**src/rtl/gdad_pkg.sv**
```systemverilog
// shared types, constants and calendar helpers for the gregorian date adder
// no dependencies; imported by the top level
`timescale 1ns / 1ps
`default_nettype none

package gdad_pkg;

    localparam int ADD_WIDTH_DEF = 16;

    localparam int MONTH_W = 4;
    localparam int DAY_W   = 5;
    localparam int YEAR_W  = 14;
    localparam int COUNT_W = 16;
    localparam int DOY_W   = 9;
    localparam int STAT_W  = 2;
    localparam int R400_W  = 9;

    localparam int S_DATA_W = 40;
    localparam int M_DATA_W = 48;

    localparam logic [YEAR_W-1:0] MAX_YEAR   = 14'd9999;
    localparam logic [R400_W-1:0] CYCLE_400  = 9'd400;
    localparam logic [R400_W-1:0] CYCLE_LAST = 9'd399;
    localparam logic [DOY_W-1:0]  DAYS_LEAP  = 9'd366;
    localparam logic [DOY_W-1:0]  DAYS_NORM  = 9'd365;
    localparam logic [DAY_W-1:0]  FEB_LEAP   = 5'd29;
    localparam logic [MONTH_W-1:0] MONTH_FEB = 4'd2;
    localparam logic [MONTH_W-1:0] MONTH_DEC = 4'd12;
    localparam logic [MONTH_W-1:0] MONTH_JAN = 4'd1;

    typedef logic [STAT_W-1:0] status_t;
    localparam status_t STAT_OK       = 2'd0;
    localparam status_t STAT_INVALID  = 2'd1;
    localparam status_t STAT_OVERFLOW = 2'd2;

    localparam logic [DAY_W-1:0] MONTH_LEN [12] = '{
        5'd31, 5'd28, 5'd31, 5'd30, 5'd31, 5'd30,
        5'd31, 5'd31, 5'd30, 5'd31, 5'd30, 5'd31
    };

    // leap test from the two low year bits and the year modulo 400
    function automatic logic is_leap(input logic [1:0] ylow, input logic [R400_W-1:0] r400);
        return (ylow == 2'b00) && (r400 != 9'd100) && (r400 != 9'd200) && (r400 != 9'd300);
    endfunction

    // month length, zero for a month code outside 1..12
    function automatic logic [DAY_W-1:0] month_days(input logic [MONTH_W-1:0] m,
                                                    input logic leap);
        logic [MONTH_W-1:0] idx;
        idx = m - MONTH_JAN;
        if (m == MONTH_FEB && leap)
            return FEB_LEAP;
        else if (m >= MONTH_JAN && m <= MONTH_DEC)
            return MONTH_LEN[idx];
        else
            return '0;
    endfunction

endpackage

`default_nettype wire

```
**src/rtl/gdad_addsub.sv**
```systemverilog
// shared adder / subtractor used by the arithmetic steps of the date sequencer
// standalone, no package dependency
`timescale 1ns / 1ps
`default_nettype none

module gdad_addsub #(
    parameter int W = 21
) (
    input  wire logic [W-1:0] a,
    input  wire logic [W-1:0] b,
    input  wire logic         sub,   // 1 = a - b
    output logic      [W-1:0] sum,
    output logic              carry  // on subtract: 1 means a >= b
);

    logic [W-1:0] b_op;
    logic [W:0]   full;

    assign b_op  = sub ? ~b : b;
    assign full  = {1'b0, a} + {1'b0, b_op} + {{W{1'b0}}, sub};
    assign sum   = full[W-1:0];
    assign carry = full[W];

endmodule

`default_nettype wire

```
**src/rtl/gregorian_date_add_days_top.sv**
```systemverilog
// top level of the gregorian date adder: sequencer, working registers, output register
// depends on gdad_pkg and gdad_addsub
`timescale 1ns / 1ps
`default_nettype none

// usage
//  - input stream (s_*): one transfer carries a start date and a day count
//  - output stream (m_*): one transfer per input with the new date, the day of
//    year, days left, leap flag and status (0 ok, 1 invalid date, 2 year overflow)
//  - one item is worked at a time; s_tready is high only while the sequencer
//    is idle, so the next transfer can be taken while a result still waits
//  - an item runs through the year reduction, the range check, the day of year,
//    days left, the total, the month walk and the finish; the walk dominates: one
//    month per cycle on the shared add/subtract unit
//  - the next input transfer is taken only once the result is registered and the
//    sequencer is back in idle, so items never overlap
//  - an invalid date skips the walk and goes from the check to the finish step
//  - the year is reduced modulo 400 by repeated subtraction at the start,
//    after which leap years are tracked incrementally
//  - reset (rst_n low, asynchronous) returns the sequencer to idle and drops
//    m_tvalid; no memory needs clearing
//  - a stalled receiver holds the result in the output register; a finished
//    item then waits in its last step until the register frees up
module gregorian_date_add_days_top
    #(
    parameter int ADD_WIDTH = gdad_pkg::ADD_WIDTH_DEF
) (
    input  wire logic                          clk,
    input  wire logic                          rst_n,
    // start_month[3:0], start_day[8:4], start_year[22:9], add_count[38:23], zero pad
    input  wire logic [gdad_pkg::S_DATA_W-1:0] s_tdata,
    input  wire logic                          s_tvalid,
    output logic                               s_tready,
    // new_month[3:0], new_day[8:4], new_year[22:9], day_of_year[31:23],
    // days_left[40:32], leap_flag[41], status[43:42], zero pad
    output logic      [gdad_pkg::M_DATA_W-1:0] m_tdata,
    output logic                               m_tvalid,
    input  wire logic                          m_tready
);
    import gdad_pkg::*;

    // unit width covers the year and the day total (day of year plus count)
    localparam int W     = ((ADD_WIDTH > YEAR_W) ? ADD_WIDTH : YEAR_W) + 1;
    // bits of the count field actually used
    localparam int CNT_B = (ADD_WIDTH < COUNT_W) ? ADD_WIDTH : COUNT_W;

    typedef enum logic [2:0] {
        ST_IDLE,
        ST_MOD,     // reduce year modulo 400
        ST_CHECK,   // range check of month and day
        ST_DOY,     // accumulate month lengths, then the day
        ST_LEFT,    // days left in the year
        ST_TOTAL,   // day of year plus count
        ST_WALK,    // take off one month per cycle
        ST_FINISH   // hand result to output register
    } state_t;

    state_t state_reg, state_next;

    // working registers
    logic [MONTH_W-1:0]   m_reg, m_next;
    logic [DAY_W-1:0]     d_reg, d_next;
    logic [ADD_WIDTH-1:0] n_reg, n_next;
    logic [YEAR_W-1:0]    yrem_reg, yrem_next;
    logic [R400_W-1:0]    r400_reg, r400_next;
    logic [YEAR_W-1:0]    cy_reg, cy_next;
    logic [MONTH_W-1:0]   cm_reg, cm_next;
    logic [MONTH_W-1:0]   mi_reg, mi_next;
    logic [DOY_W-1:0]     doy_reg, doy_next;
    logic [DOY_W-1:0]     left_reg, left_next;
    logic [W-1:0]         total_reg, total_next;
    logic                 leap_in_reg, leap_in_next;
    status_t              stat_reg, stat_next;

    // output register
    logic                 out_valid_reg, out_valid_next;
    logic [M_DATA_W-1:0]  out_data_reg, out_data_next;

    // shared unit
    logic [W-1:0] alu_a, alu_b, alu_sum;
    logic         alu_sub, alu_carry;

    logic               leap_cur;
    logic [DAY_W-1:0]   md_cur;
    logic               s_fire;
    logic               date_ok;
    logic [MONTH_W-1:0] res_month;
    logic [DAY_W-1:0]   res_day;
    logic [YEAR_W-1:0]  res_year;

    gdad_addsub #(
        .W(W)
    ) u_alu (
        .a    (alu_a),
        .b    (alu_b),
        .sub  (alu_sub),
        .sum  (alu_sum),
        .carry(alu_carry)
    );

    assign s_tready = (state_reg == ST_IDLE);
    assign s_fire   = s_tvalid && s_tready;
    assign m_tvalid = out_valid_reg;
    assign m_tdata  = out_data_reg;

    // leap flag of the year currently held in cy_reg
    assign leap_cur = is_leap(cy_reg[1:0], r400_reg);
    // length of the month under test in the check step
    assign md_cur   = month_days(m_reg, leap_cur);
    assign date_ok  = (m_reg >= MONTH_JAN) && (m_reg <= MONTH_DEC)
                      && (d_reg != '0) && (d_reg <= md_cur);

    // operand selection for the shared unit
    always_comb
    begin
        alu_a   = '0;
        alu_b   = '0;
        alu_sub = 1'b0;
        unique case (state_reg)
            ST_MOD:
            begin
                alu_a   = W'(yrem_reg);
                alu_b   = W'(CYCLE_400);
                alu_sub = 1'b1;
            end
            ST_DOY:
            begin
                alu_a = W'(doy_reg);
                if (mi_reg != m_reg)
                    alu_b = W'(month_days(mi_reg, leap_cur));
                else
                    alu_b = W'(d_reg);
            end
            ST_LEFT:
            begin
                alu_a   = leap_cur ? W'(DAYS_LEAP) : W'(DAYS_NORM);
                alu_b   = W'(doy_reg);
                alu_sub = 1'b1;
            end
            ST_TOTAL:
            begin
                alu_a = W'(doy_reg);
                alu_b = W'(n_reg);
            end
            ST_WALK:
            begin
                alu_a   = total_reg;
                alu_b   = W'(month_days(cm_reg, leap_cur));
                alu_sub = 1'b1;
            end
            default:
            begin
                alu_a   = '0;
                alu_b   = '0;
                alu_sub = 1'b0;
            end
        endcase
    end

    // result fields are zero unless status is ok
    assign res_month = (stat_reg == STAT_OK) ? cm_reg : '0;
    assign res_day   = (stat_reg == STAT_OK) ? total_reg[DAY_W-1:0] : '0;
    assign res_year  = (stat_reg == STAT_OK) ? cy_reg : '0;

    // sequencer next state
    always_comb
    begin
        state_next     = state_reg;
        m_next         = m_reg;
        d_next         = d_reg;
        n_next         = n_reg;
        yrem_next      = yrem_reg;
        r400_next      = r400_reg;
        cy_next        = cy_reg;
        cm_next        = cm_reg;
        mi_next        = mi_reg;
        doy_next       = doy_reg;
        left_next      = left_reg;
        total_next     = total_reg;
        leap_in_next   = leap_in_reg;
        stat_next      = stat_reg;
        out_data_next  = out_data_reg;
        out_valid_next = out_valid_reg;

        // receiver takes the pending result
        if (out_valid_reg && m_tready)
            out_valid_next = 1'b0;

        unique case (state_reg)
            ST_IDLE:
            begin
                if (s_fire)
                begin
                    m_next     = s_tdata[3:0];
                    d_next     = s_tdata[8:4];
                    yrem_next  = s_tdata[22:9];
                    cy_next    = s_tdata[22:9];
                    n_next     = ADD_WIDTH'(s_tdata[23 +: CNT_B]);
                    cm_next    = MONTH_JAN;
                    mi_next    = MONTH_JAN;
                    doy_next   = '0;
                    left_next  = '0;
                    total_next = '0;
                    stat_next  = STAT_OK;
                    state_next = ST_MOD;
                end
            end
            ST_MOD:
            begin
                if (alu_carry)
                    yrem_next = alu_sum[YEAR_W-1:0];
                else
                begin
                    r400_next  = yrem_reg[R400_W-1:0];
                    state_next = ST_CHECK;
                end
            end
            ST_CHECK:
            begin
                leap_in_next = leap_cur;
                if (date_ok)
                    state_next = ST_DOY;
                else
                begin
                    stat_next  = STAT_INVALID;
                    state_next = ST_FINISH;
                end
            end
            ST_DOY:
            begin
                doy_next = alu_sum[DOY_W-1:0];
                if (mi_reg != m_reg)
                    mi_next = mi_reg + 4'd1;
                else
                    state_next = ST_LEFT;
            end
            ST_LEFT:
            begin
                left_next  = alu_sum[DOY_W-1:0];
                state_next = ST_TOTAL;
            end
            ST_TOTAL:
            begin
                total_next = alu_sum;
                state_next = ST_WALK;
            end
            ST_WALK:
            begin
                if (cy_reg > MAX_YEAR)
                begin
                    stat_next  = STAT_OVERFLOW;
                    state_next = ST_FINISH;
                end
                else if (alu_carry && (alu_sum != '0))
                begin
                    // more than a whole month left: step to the next month
                    total_next = alu_sum;
                    if (cm_reg == MONTH_DEC)
                    begin
                        cm_next   = MONTH_JAN;
                        cy_next   = cy_reg + 14'd1;
                        r400_next = (r400_reg == CYCLE_LAST) ? '0 : r400_reg + 9'd1;
                    end
                    else
                        cm_next = cm_reg + 4'd1;
                end
                else
                    state_next = ST_FINISH;
            end
            ST_FINISH:
            begin
                if (!out_valid_reg || m_tready)
                begin
                    out_valid_next = 1'b1;
                    out_data_next  = {4'b0000, stat_reg, leap_in_reg, left_reg, doy_reg,
                                      res_year, res_day, res_month};
                    state_next     = ST_IDLE;
                end
            end
            default:
                state_next = ST_IDLE;
        endcase
    end

    always_ff @(posedge clk or negedge rst_n)
    begin
        if (!rst_n)
        begin
            state_reg     <= ST_IDLE;
            out_valid_reg <= 1'b0;
        end
        else
        begin
            state_reg     <= state_next;
            out_valid_reg <= out_valid_next;
        end
    end

    // payload registers, no reset
    always_ff @(posedge clk)
    begin
        m_reg        <= m_next;
        d_reg        <= d_next;
        n_reg        <= n_next;
        yrem_reg     <= yrem_next;
        r400_reg     <= r400_next;
        cy_reg       <= cy_next;
        cm_reg       <= cm_next;
        mi_reg       <= mi_next;
        doy_reg      <= doy_next;
        left_reg     <= left_next;
        total_reg    <= total_next;
        leap_in_reg  <= leap_in_next;
        stat_reg     <= stat_next;
        out_data_reg <= out_data_next;
    end

endmodule

`default_nettype wire

```
**config.mk**
```make
export PLATFORM = sky130hd
export DESIGN_NAME = gregorian_date_add_days_top
export DESIGN_NICKNAME = d
export VERILOG_FILES = /design/src/rtl/gdad_pkg.sv /design/src/rtl/gdad_addsub.sv /design/src/rtl/gregorian_date_add_days_top.sv
export SDC_FILE = /design/constraint.sdc
export NUM_CORES = 1
export LEC_CHECK = 0
export ABC_CLOCK_PERIOD_IN_PS = 7550
export BUFFER_PORTS_ARGS = -buffer_cell sky130_fd_sc_hd__buf_2
export CORE_ASPECT_RATIO = 0.9
export CORE_UTILIZATION = 59
export DETAILED_ROUTE_END_ITERATION = 12
export HOLD_SLACK_MARGIN = 0.06
export PLACE_DENSITY_LB_ADDON = 0.15
export SYNTH_ARGS = -nofsm -noshare
export SYNTH_HDL_FRONTEND = slang
export SYNTH_SLANG_ARGS = --single-unit
```
**constraint.sdc**
```tcl
create_clock -name clk -period 7.55 [get_ports clk]
set_input_delay 0 -clock clk [delete_from_list [all_inputs] [get_ports clk]]
set_output_delay 0 -clock clk [all_outputs]
set_load 0.01 [all_outputs]
```
==> Word level (Yosys, flattened, before mapping) <==
Memories as Yosys holds them, arrays and structs flattened.
Index checks and enable logic that the tools add are counted.
{ "word_totals": {"ff_bits": 156, "romBits": 240, "in_bits": 44, "word_cells": 174, "mem_count": 3} }
{ "op_classes": {"addsub": 9, "n_lt_le_gt_ge": 11, "eq_ne": 28, "mux": 60, "n_bitwise": 4, "reduce_logical": 42} }
{ "mem_list": {"columns": ["memory", "depth", "width", "rd", "rd_clocked_by_memory_dff", "wr", "line_no", "text"], "rows": [
  ["(name not given)", 16, 5, 1, 0, 0, "gdad_pkg.sv:54", "return MONTH_LEN[idx];"],
  ["(name not given)", 16, 5, 1, 0, 0, "gdad_pkg.sv:54", null],
  ["(name not given)", 16, 5, 1, 0, 0, "gdad_pkg.sv:54", null]
]} }
{ "ops": {"columns": ["cell", "n"], "rows": [
  ["$pmux 16 s5", 1],
  ["$mux 14", 5],
  ["$mux 17", 4],
  ["$pmux 17 s4", 1],
  ["$mux 5", 13],
  ["$pmux 14 s2", 2],
  ["$mux 9", 6],
  ["$pmux 9 s2", 3],
  ["$pmux 17 s3", 1],
  ["$pmux 3 s8", 1],
  ["$mux 3", 7],
  ["$mux 4", 5],
  ["$add 17x17->18", 1],
  ["$add 18x1->18", 1],
  ["$ne 2x2->1 const B", 9],
  ["$not 16->17", 1],
  ["$reduce_bool 17->1", 1],
  ["$pmux 4 s2", 2],
  ["$ge 5x5->1 const B", 3],
  ["$not 4->5", 3],
  ["$reduce_and 5->1", 3],
  ["$add 14x1->14 const B", 1],
  ["$gt 14x14->1 const B", 1],
  ["$logic_and 1x1->1", 14],
  ["other kinds (33)", 65]
]} }

==> Depth between registers and ports, before layout <==
Gate-level depths: netlist of the first run.
{ "logic_depth": {"word_depth": 18, "mapped_depth": 23} }

==> Hierarchy <==
From an unflattened synthesis of the first run, not the netlist that was laid out.
{ "unflattened": {"hier_cells": 788, "hier_area_um2": 8608.3} }
{ "by_module_without_submodules": {"columns": ["module", "n_inst", "cells_per_inst", "area_per_inst_um2"], "rows": [
  ["gregorian_date_add_days_top", 1, 647, 7533.5],
  ["gdad_addsub", 1, 141, 1074.8]
]} }

==> Worst setup path after synthesis of the first run <==
OpenSTA, ideal clock, no wires.
{ "synth_path": {"kind": "reg2reg", "start": "register state_reg[0]", "end": "register total_reg[0] (enable)", "setup_ns": 0.418, "t_arrival_ns": 5.379, "slack_ns": 1.753, "path_stages_with_launch": 22, "n_path_buf": 3, "path_cell_list": "dfrtp_1 -> inv_1 -> ha_1 -> buf_2 -> nand2_1 -> buf_6 -> clkinv_1 -> nor3_1 -> clkbuf_1 -> xor2_1 -> ha_1 -> a21o_1 -> or3_1 -> o2111ai_1 -> a21oi_1 -> nand2b_1 -> and4b_1 -> nand4b_1 -> mux2_2 -> or4_4 -> a21oi_2 -> a211oi_1"} }
{ "synth_between": {"elab_chain_len": 10, "elab_cells_between_ends": 23, "cone_classes": "2 x add/sub; 8 x eq/ne; 4 x mux; 1 x bitwise; 8 x reduce/logical"} }
{ "synth_rtl": {"columns": ["item", "line_no", "text"], "rows": [
  ["from (decl)", "gregorian_date_add_days_top.sv:58", "state_t state_reg, state_next;"],
  ["from (signal assigned)", "gregorian_date_add_days_top.sv:294", "state_reg <= state_next;"],
  ["$eq 3x3->1, or another cell as far along", "gregorian_date_add_days_top.sv:119, gregorian_date_add_days_top.sv:189", null],
  ["$pmux 16 s5 or $reduce_or 3->1 (tied branches)", null, null],
  ["$not 16->17 or $mux 1 (tied branches)", "gdad_addsub.sv:19, gregorian_date_add_days_top.sv:119", null],
  ["$mux 17", "gdad_addsub.sv:19", "assign b_op = sub ? ~b : b;"],
  ["$add 17x17->18", "gdad_addsub.sv:20", "assign full = {1'b0, a} + {1'b0, b_op} + {{W{1'b0}}, sub};"],
  ["$add 18x1->18", "gdad_addsub.sv:20", null],
  ["$reduce_bool 17->1", "gregorian_date_add_days_top.sv:254", "else if (alu_carry && (alu_sum != '0))"],
  ["$logic_and 1x1->1", "gregorian_date_add_days_top.sv:254", null],
  ["$ne 2x2->1 (no source line)", null, null],
  ["$reduce_and 4->1 (no source line) *", null, null],
  ["to (signal assigned)", "gregorian_date_add_days_top.sv:312", "total_reg <= total_next;"],
  ["to (decl)", "gregorian_date_add_days_top.sv:71", "logic [W-1:0] total_reg, total_next;"]
]} }
Every way passes the cells marked *; elsewhere a longest branch is shown, timed or not.
A chain may end at the register's enable or synchronous reset.

==> Worst setup path after layout of the first run <==
{ "layout_path": {"start": "register state_reg[2]", "end": "register r400_reg[7] (enable)"} }
{ "layout_between": {"elab_chain_len": 10, "elab_cells_between_ends": 22, "cone_classes": "2 x add/sub; 9 x eq/ne; 4 x mux; 1 x bitwise; 6 x reduce/logical"} }
{ "layout_rtl": {"columns": ["item", "line_no", "text"], "rows": [
  ["$eq 3x3->1, or another cell as far along", "gregorian_date_add_days_top.sv:119, gregorian_date_add_days_top.sv:189", null],
  ["$pmux 16 s5 or $reduce_or 3->1 (tied branches)", null, null],
  ["$not 16->17 or $mux 1 (tied branches)", "gdad_addsub.sv:19, gregorian_date_add_days_top.sv:119", null],
  ["$mux 17", "gdad_addsub.sv:19", null],
  ["$add 17x17->18", "gdad_addsub.sv:20", null],
  ["$add 18x1->18", "gdad_addsub.sv:20", null],
  ["$reduce_bool 17->1", "gregorian_date_add_days_top.sv:254", null],
  ["$logic_and 1x1->1", "gregorian_date_add_days_top.sv:254", null],
  ["$ne 2x2->1 (no source line)", null, null],
  ["$reduce_and 5->1 (no source line) *", null, null],
  ["to (signal assigned)", "gregorian_date_add_days_top.sv:306", "r400_reg <= r400_next;"],
  ["to (decl)", "gregorian_date_add_days_top.sv:65", "logic [R400_W-1:0] r400_reg, r400_next;"]
]} }
Marked as above.

==> results.json, run 1 <==
{
  "post_route_cells_drive_above_1_share": 0.158,
  "die_h_um": 117,
  "hold_violations": 0,
  "fin_crit_sh": 0.832,
  "yosys.area.top_type": "edfxtp_1",
  "synth_flop_cell": "edfxtp_1",
  "max_freq_ghz": 0.159,
  "synth_seq_area_share": 0.538,
  "drt_wl_total_um": 22600,
  "fin_total_pwr_mw": 5.22,
  "ant_nets": 0,
  "rsz0062_at_grt": "no",
  "htreeDepth": 4,
  "cp.required_ns": 7.61,
  "syn_avg_cell_area_sq_um": 10.8,
  "grt.total_usage": 0.314,
  "r2r_start": "state_reg[2]",
  "num-nets-final": 1008,
  "grt_max_degree": 47,
  "clkPwrFrac": 0.172,
  "setup_viol": 0,
  "status": "finished, final reports clean",
  "synth_area_leaders": "edfxtp_1, ha_1, nand2_1",
  "ys_seq_elements": 156,
  "gp_congestion": 0.854,
  "critPathArrivalTime_ns": 6.34,
  "internal-power_mw": 2.81,
  "synth-edff-count": 152,
  "grt_pass1_vias": 6558,
  "dieArea_sq_um": 15200,
  "hp-class": "in2reg",
  "min_path_cells": 5,
  "power_frac_seq": 0.293,
  "min_period_ns": 6.28,
  "setup-tns-final_ns": 0,
  "grt_overflow_total": 0,
  "die-width_um": 130,
  "first_iter_violations": 594,
  "synth_cells": 803,
  "cts_setup_buffers": 0,
  "cp-end-kind": "flop",
  "antenna_found_initial": 0,
  "crit_start": "state_reg[2]",
  "power_density_nw_per_um2": 508,
  "start_util": 0.612,
  "ys_types": 78,
  "cts_tree": "yes",
  "clockBufferDepth": 2,
  "num_antenna_cells": 0,
  "fillers": 1014,
  "synth_warnings": 0,
  "reg2reg_depth": 18,
  "worst_r2r_endpoint": "r400_reg[7]",
  "numClockSinks": 156,
  "core_sq_um": 14200,
  "route.detailed.drc": 0,
  "rrSetupSlack_ns": 1.27,
  "port_buffers": 88,
  "cap_violations": 0,
  "combPwrFrac": 0.534,
  "finish.utilization": 0.725,
  "tightest_slew_ns": 1.15,
  "irDropWorstVdd_mv": 0.327,
  "routedWlPerCell_um": 20.0,
  "post_drt_via_cell_ratio": 5.96,
  "cts_root_buffer": "clkbuf_16",
  "largest_reg_flops": 44,
  "area_growth_pct": 18.5,
  "maxSlewHeadroom": 0.234,
  "netSwitchingFraction": 0.462,
  "skew_ns": 0.00883,
  "io_pins": 94,
  "netlist_area_sq_um": 8660,
  "synth_top_area_share": 0.527,
  "firstDrtPassIters": 6,
  "drv_slew": 0,
  "crit_end": "r400_reg[7]",
  "p_sw_mw": 2.41,
  "numCtsBuffers": 17,
  "crit_path_start_kind": "flop",
  "path_max_fanout": 17,
  "path_class": "reg2reg",
  "cts.clk_slew.worst_paths_ns": 0.06,
  "dp_hpwl_um": 15900,
  "grt_pass1_wl_um": 34700,
  "async_flop_share": 0.0256,
  "cellLeakagePower_nw": 4.05,
  "num_rows": 41,
  "routed-via-count": 6741,
  "clk_latency_ns": 0.44
}
[routing by layer]
layer	share of wire	global-route usage	routed length, um	up-vias
li1	-	-	-	3180
met1	0.42	0.400	9580	3251
met2	0.50	0.541	11300	275
met3	0.055	0.0550	1250	35
met4	0.022	0.117	508	0
met5	0	0	0	-
[worst min-delay path by stage]
stage / to / from
6_report: state_reg[2] / s_tvalid
5_1_grt: n_reg[10] / s_tdata[33]
4_1_cts: state_reg[2] / s_tvalid
3_5_place_dp: state_reg[1] / rst_n
3_3_place_gp: m_tvalid / rst_n
2_1_floorplan: m_tvalid / rst_n
[worst max-delay path: stages, from the launching register on]
cell and delay, ns:
dfrtp_1 0.70, nand2b_1 0.66, nand2b_1 0.47, a222oi_1 0.31
o21ai_0 0.19, a31o_1 0.29, nand2_1 0.12, fa_1 0.21
nor2b_1 0.07, o31a_1 0.32, o2111ai_1 0.28, a21oi_1 0.13
o21a_1 0.23, o31ai_1 0.48, nand4b_1 0.15, mux2_2 0.32
or4_4 0.51, nand3_2 0.14, o22ai_1 0.31
[cells in the mapped netlist (5+ instances only)]
library cell  instances
and3_1                7
buf_6                 8
clkbuf_1             24
o21a_1                7
nand4_1              12
nor2_1               76
a222oi_1              5
nand3_1              21
nor3_1               14
nand2b_1              7
xnor2_1              25
a21o_1               10
inv_1                29
o211ai_1              7
ha_1                 38
a22oi_1               6
a22o_1                5
edfxtp_1            152
a21oi_1              29
and2_1               21
xor2_1               27
a221oi_1              5
o21ai_0              58
nor2b_1              12
nand2_1              99
o31ai_1               9
or3_1                 5
[power groups by stage]
stage	clock network [mW]	registers (mW)	logic, mW
after floorplan	0	1.49	1.88
after global placement	0	1.53	2.68
after global routing	0.933	1.56	3.02
after detailed placement	0	1.54	2.71
final	0.899	1.53	2.79
after CTS	0.900	1.53	2.75
[area by class of cell]
cell class,instances,area [sq um],area share
Inverter,30,113,0.0110
Sequential cell,156,4660,0.454
Tap cell,193,241,0.0235
Timing Repair Buffer,141,943,0.0919
Multi-Input combinational cell,579,3690,0.360
Clock inverter,14,185,0.0180
Clock buffer,18,429,0.0418
[stage by stage]
| stage | worst slack, ns | hold slack (ns) | cell area [sq um] | std cells |
|---|---|---|---|---|
| 2_1_floorplan | 1.75 | -0.296 | 8680 | 806 |
| 3_3_place_gp | 1.59 | -0.188 | 9240 | 1057 |
| 3_5_place_dp | 1.48 | -0.186 | 9240 | 1057 |
| 4_1_cts | 1.43 | 0.253 | 10300 | 1131 |
| 5_1_grt | 0.895 | 0.279 | 10300 | 1131 |
| 6_report | 1.27 | 0.265 | 10300 | 1131 |
[layout by cell type, fill, tap and decap left out, types with 4 or more instances in the layout]
| cell type | count |
|---|---|
| o21a_1 | 7 |
| conb_1 | 4 |
| o21ai_0 | 58 |
| nand2b_1 | 7 |
| nor2b_1 | 11 |
| a22o_1 | 5 |
| inv_1 | 29 |
| a222oi_1 | 5 |
| a22oi_1 | 6 |
| dfrtp_1 | 4 |
| o31ai_1 | 9 |
| xor2_1 | 27 |
| buf_2 | 88 |
| xnor2_1 | 25 |
| ha_1 | 38 |
| o211ai_1 | 7 |
| o21ai_1 | 4 |
| nand3_1 | 21 |
| nand2_1 | 99 |
| a21o_1 | 10 |
| edfxtp_1 | 152 |
| or3_1 | 5 |
| nand4_1 | 12 |
| clkbuf_16 | 17 |
| dlygate4sd3_1 | 42 |
| o2111ai_1 | 4 |
| clkinv_4 | 4 |
| and3_1 | 7 |
| nor3_1 | 12 |
| nor2_1 | 76 |
| a21oi_1 | 29 |
| a31oi_1 | 4 |
| and2_1 | 21 |
| buf_4 | 11 |
| a221oi_1 | 5 |
[logic make-up after synthesis]
family / synth area share
adders and majority gates: 0.0572
AOI/OAI and AO/OA: 0.138
muxes: 0.00491
other: 0.000433
and+or+nand+nor: 0.169
buffers and inverters: 0.0400
DFF: 0.538
xor gates and xnor gates: 0.0526
[repair_timing]
| item | in CTS | in global routing |
|---|---|---|
| hold buffers | 42 | 0 |
| hold endpoints to repair | 59 | 0 |
| resized for setup | 0 | 0 |
Note: power is estimated with default switching activity, not from simulation.
==> inputs of run 2 (changes only) <==
- ABC_AREA: default -> 1
- ABC_CLOCK_PERIOD_IN_PS: 7550 -> 6510
- clock period: 7.55 -> 6.51 ns (I/O delays scaled with it)
==> results.json, run 2 <==
{
  "status": "finished, final reports clean",
  "mostFrequentLayoutCell": "nand2_1",
  "cts_tree": "yes",
  "num_antenna_cells": 0,
  "r2r_start": "state_reg[1]",
  "cts_resized": 0,
  "drt_wl_total_um": 20500,
  "grt_pass1_vias": 6281,
  "crit_start": "state_reg[1]",
  "synth.most_common_cell": "nand2_1",
  "path_max_fanout": 33,
  "tightest_slew_ns": 1.23,
  "post_drt_via_cell_ratio": 5.50,
  "netlist_area_sq_um": 8600,
  "synth_flop_cell": "edfxtp_1",
  "cp.required_ns": 6.56,
  "firstDrtPassIters": 6,
  "holdPathEnd": "n_reg[7]",
  "fillers": 988,
  "first_iter_violations": 736,
  "skew_ns": 0.00856,
  "met3_usage": 0.0825,
  "max_stage_delay_ns": 0.95,
  "rsz0062_at_grt": "no",
  "num-nets-final": 1116,
  "final_cell_mix": "nand2_1, edfxtp_1, nor2_1",
  "yosys.area.top_type": "edfxtp_1",
  "hp-class": "in2reg",
  "setup_viol": 0,
  "syn_avg_cell_area_sq_um": 9.59,
  "reg2reg_depth": 27,
  "rrSetupSlack_ns": 0.90,
  "dpl_cell_area_sq_um": 9240,
  "ant_nets": 0,
  "antenna_found_initial": 0,
  "fin_area_sq_um": 10300,
  "largest_reg_flops": 44,
  "dp_hpwl_um": 14500,
  "ys_seq_elements": 156,
  "cts_root_buffer": "clkbuf_16",
  "drv_slew": 0,
  "die_h_um": 117,
  "busiest_layer": "met2",
  "crit_top_cell": "nand2_1",
  "crit_path_start_kind": "flop",
  "cp-end-kind": "flop",
  "fin_crit_sh": 0.862,
  "clk_latency_ns": 0.43,
  "grtUsageMet2": 0.469,
  "synth_commonest_cells": "nand2_1, edfxtp_1, nor2_1",
  "grt_pass1_wl_um": 31600,
  "post_route_cells_drive_above_1_share": 0.169,
  "worst_r2r_endpoint": "cy_reg[10]",
  "grt_max_degree": 38,
  "min_path_cells": 4,
  "core_sq_um": 14100,
  "synth_top_area_share": 0.531,
  "dieArea_sq_um": 15100,
  "slowest_stage": "nor2_1",
  "synth_warnings": 0,
  "numClockSinks": 156,
  "cts.clk_slew.worst_paths_ns": 0.06,
  "critPathArrivalTime_ns": 5.66,
  "grt.total_usage": 0.288,
  "route.detailed.drc": 0,
  "routed-via-count": 6818,
  "max_freq_ghz": 0.178,
  "routedWlPerCell_um": 16.5,
  "clockBufferDepth": 2,
  "port_buffers": 88,
  "cts_setup_buffers": 0,
  "min_period_ns": 5.61,
  "hold_violations": 0,
  "maxSlewHeadroom": 0.177,
  "htreeDepth": 4,
  "setup-tns-final_ns": 0,
  "cap_violations": 0,
  "synth_cells": 897,
  "io_pins": 94,
  "synth_seq_area_share": 0.542,
  "synth_area_leaders": "edfxtp_1, nand2_1, ha_1",
  "gp_congestion": 0.938,
  "die-width_um": 129,
  "min-delay-start": "s_tvalid",
  "grt_overflow_total": 0,
  "path_class": "reg2reg",
  "async_flop_share": 0.0256,
  "numCtsBuffers": 17,
  "area_growth_pct": 19.6,
  "num_rows": 41,
  "gr-usage-met1": 0.363,
  "ys_types": 52,
  "start_util": 0.609,
  "synth-edff-count": 152
}
-- run 2: cell count changes after synthesis, moves of 13 or more --
cell	delta
and2_1	-18
nand3_1	+19
inv_2	+13
inv_1	+73
xnor2_1	-17
nor2_1	+46
nand2_1	+80
-- run 2: final cells by class --
cell class	count	area, sq um	area share
Clock buffer	17	425	0.0414
Clock inverter	15	190	0.0185
Inverter	115	432	0.0420
Multi-Input combinational cell	605	3410	0.331
Sequential cell	156	4660	0.454
Tap cell	193	241	0.0235
Timing Repair Buffer	138	921	0.0896
-- run 2: how the worst max path moves through the flow --
stage	cells after the start	slack [ns]	endpoint
CTS	27	0.99	cy_reg[12]
global placement	27	1.17	cy_reg[9]
floorplan	27	1.98	total_reg[0]
global route	27	0.56	cy_reg[10]
finish	27	0.90	cy_reg[10]
detailed placement	27	1.04	cy_reg[9]
-- run 2: what timing repair did --
action,CTS,global route
endpoints found under the hold margin,65,0
setup endpoints to repair,0,0
hold buffers,42,0
-- run 2: critical path, delay by kind of cell, from the launching register on --
family	cells	cell delay, ns
AO/OA/AOI/OAI	3	0.49
adder cells (fa/ha/maj)	2	0.67
AND/OR/NAND/NOR	16	2.69
buffers and inverters	5	0.83
flip-flops	1	0.42
XOR/XNOR	1	0.10
-- run 2: per-layer routing --
| metal | vias up | wire length, um |
|---|---|---|
| li1 | 3299 | - |
| met1 | 3165 | 8500 |
| met2 | 317 | 9720 |
| met3 | 37 | 1740 |
| met4 | 0 | 510 |
| met5 | - | 0 |
-- run 2: metrics by stage --
step                setup slack, ns   util  cells  hold WS, ns
floorplan                      1.98      -    900       -0.296
global placement               1.17  0.655   1165       -0.193
detailed placement             1.04  0.655   1165       -0.192
CTS                           0.986  0.729   1239        0.186
global route                  0.561  0.729   1239        0.207
finish                        0.898  0.729   1239        0.195
-- run 2: kinds of logic (layout without fill, tap and decap cells) --
kind of cell    after synthesis  after routing  synth area share
compound gates              125            125            0.0909
xor+xnor                     39             39            0.0397
fa+ha+maj                    39             39            0.0576
buf+inv                     139            285            0.0643
flops                       156            156             0.542
other cells                   1              4          0.000436
simple gates                398            398             0.204
Power of run 2 is not shown: default switching activity piles up to over one toggle a cycle in this logic, so the estimate is an artifact.
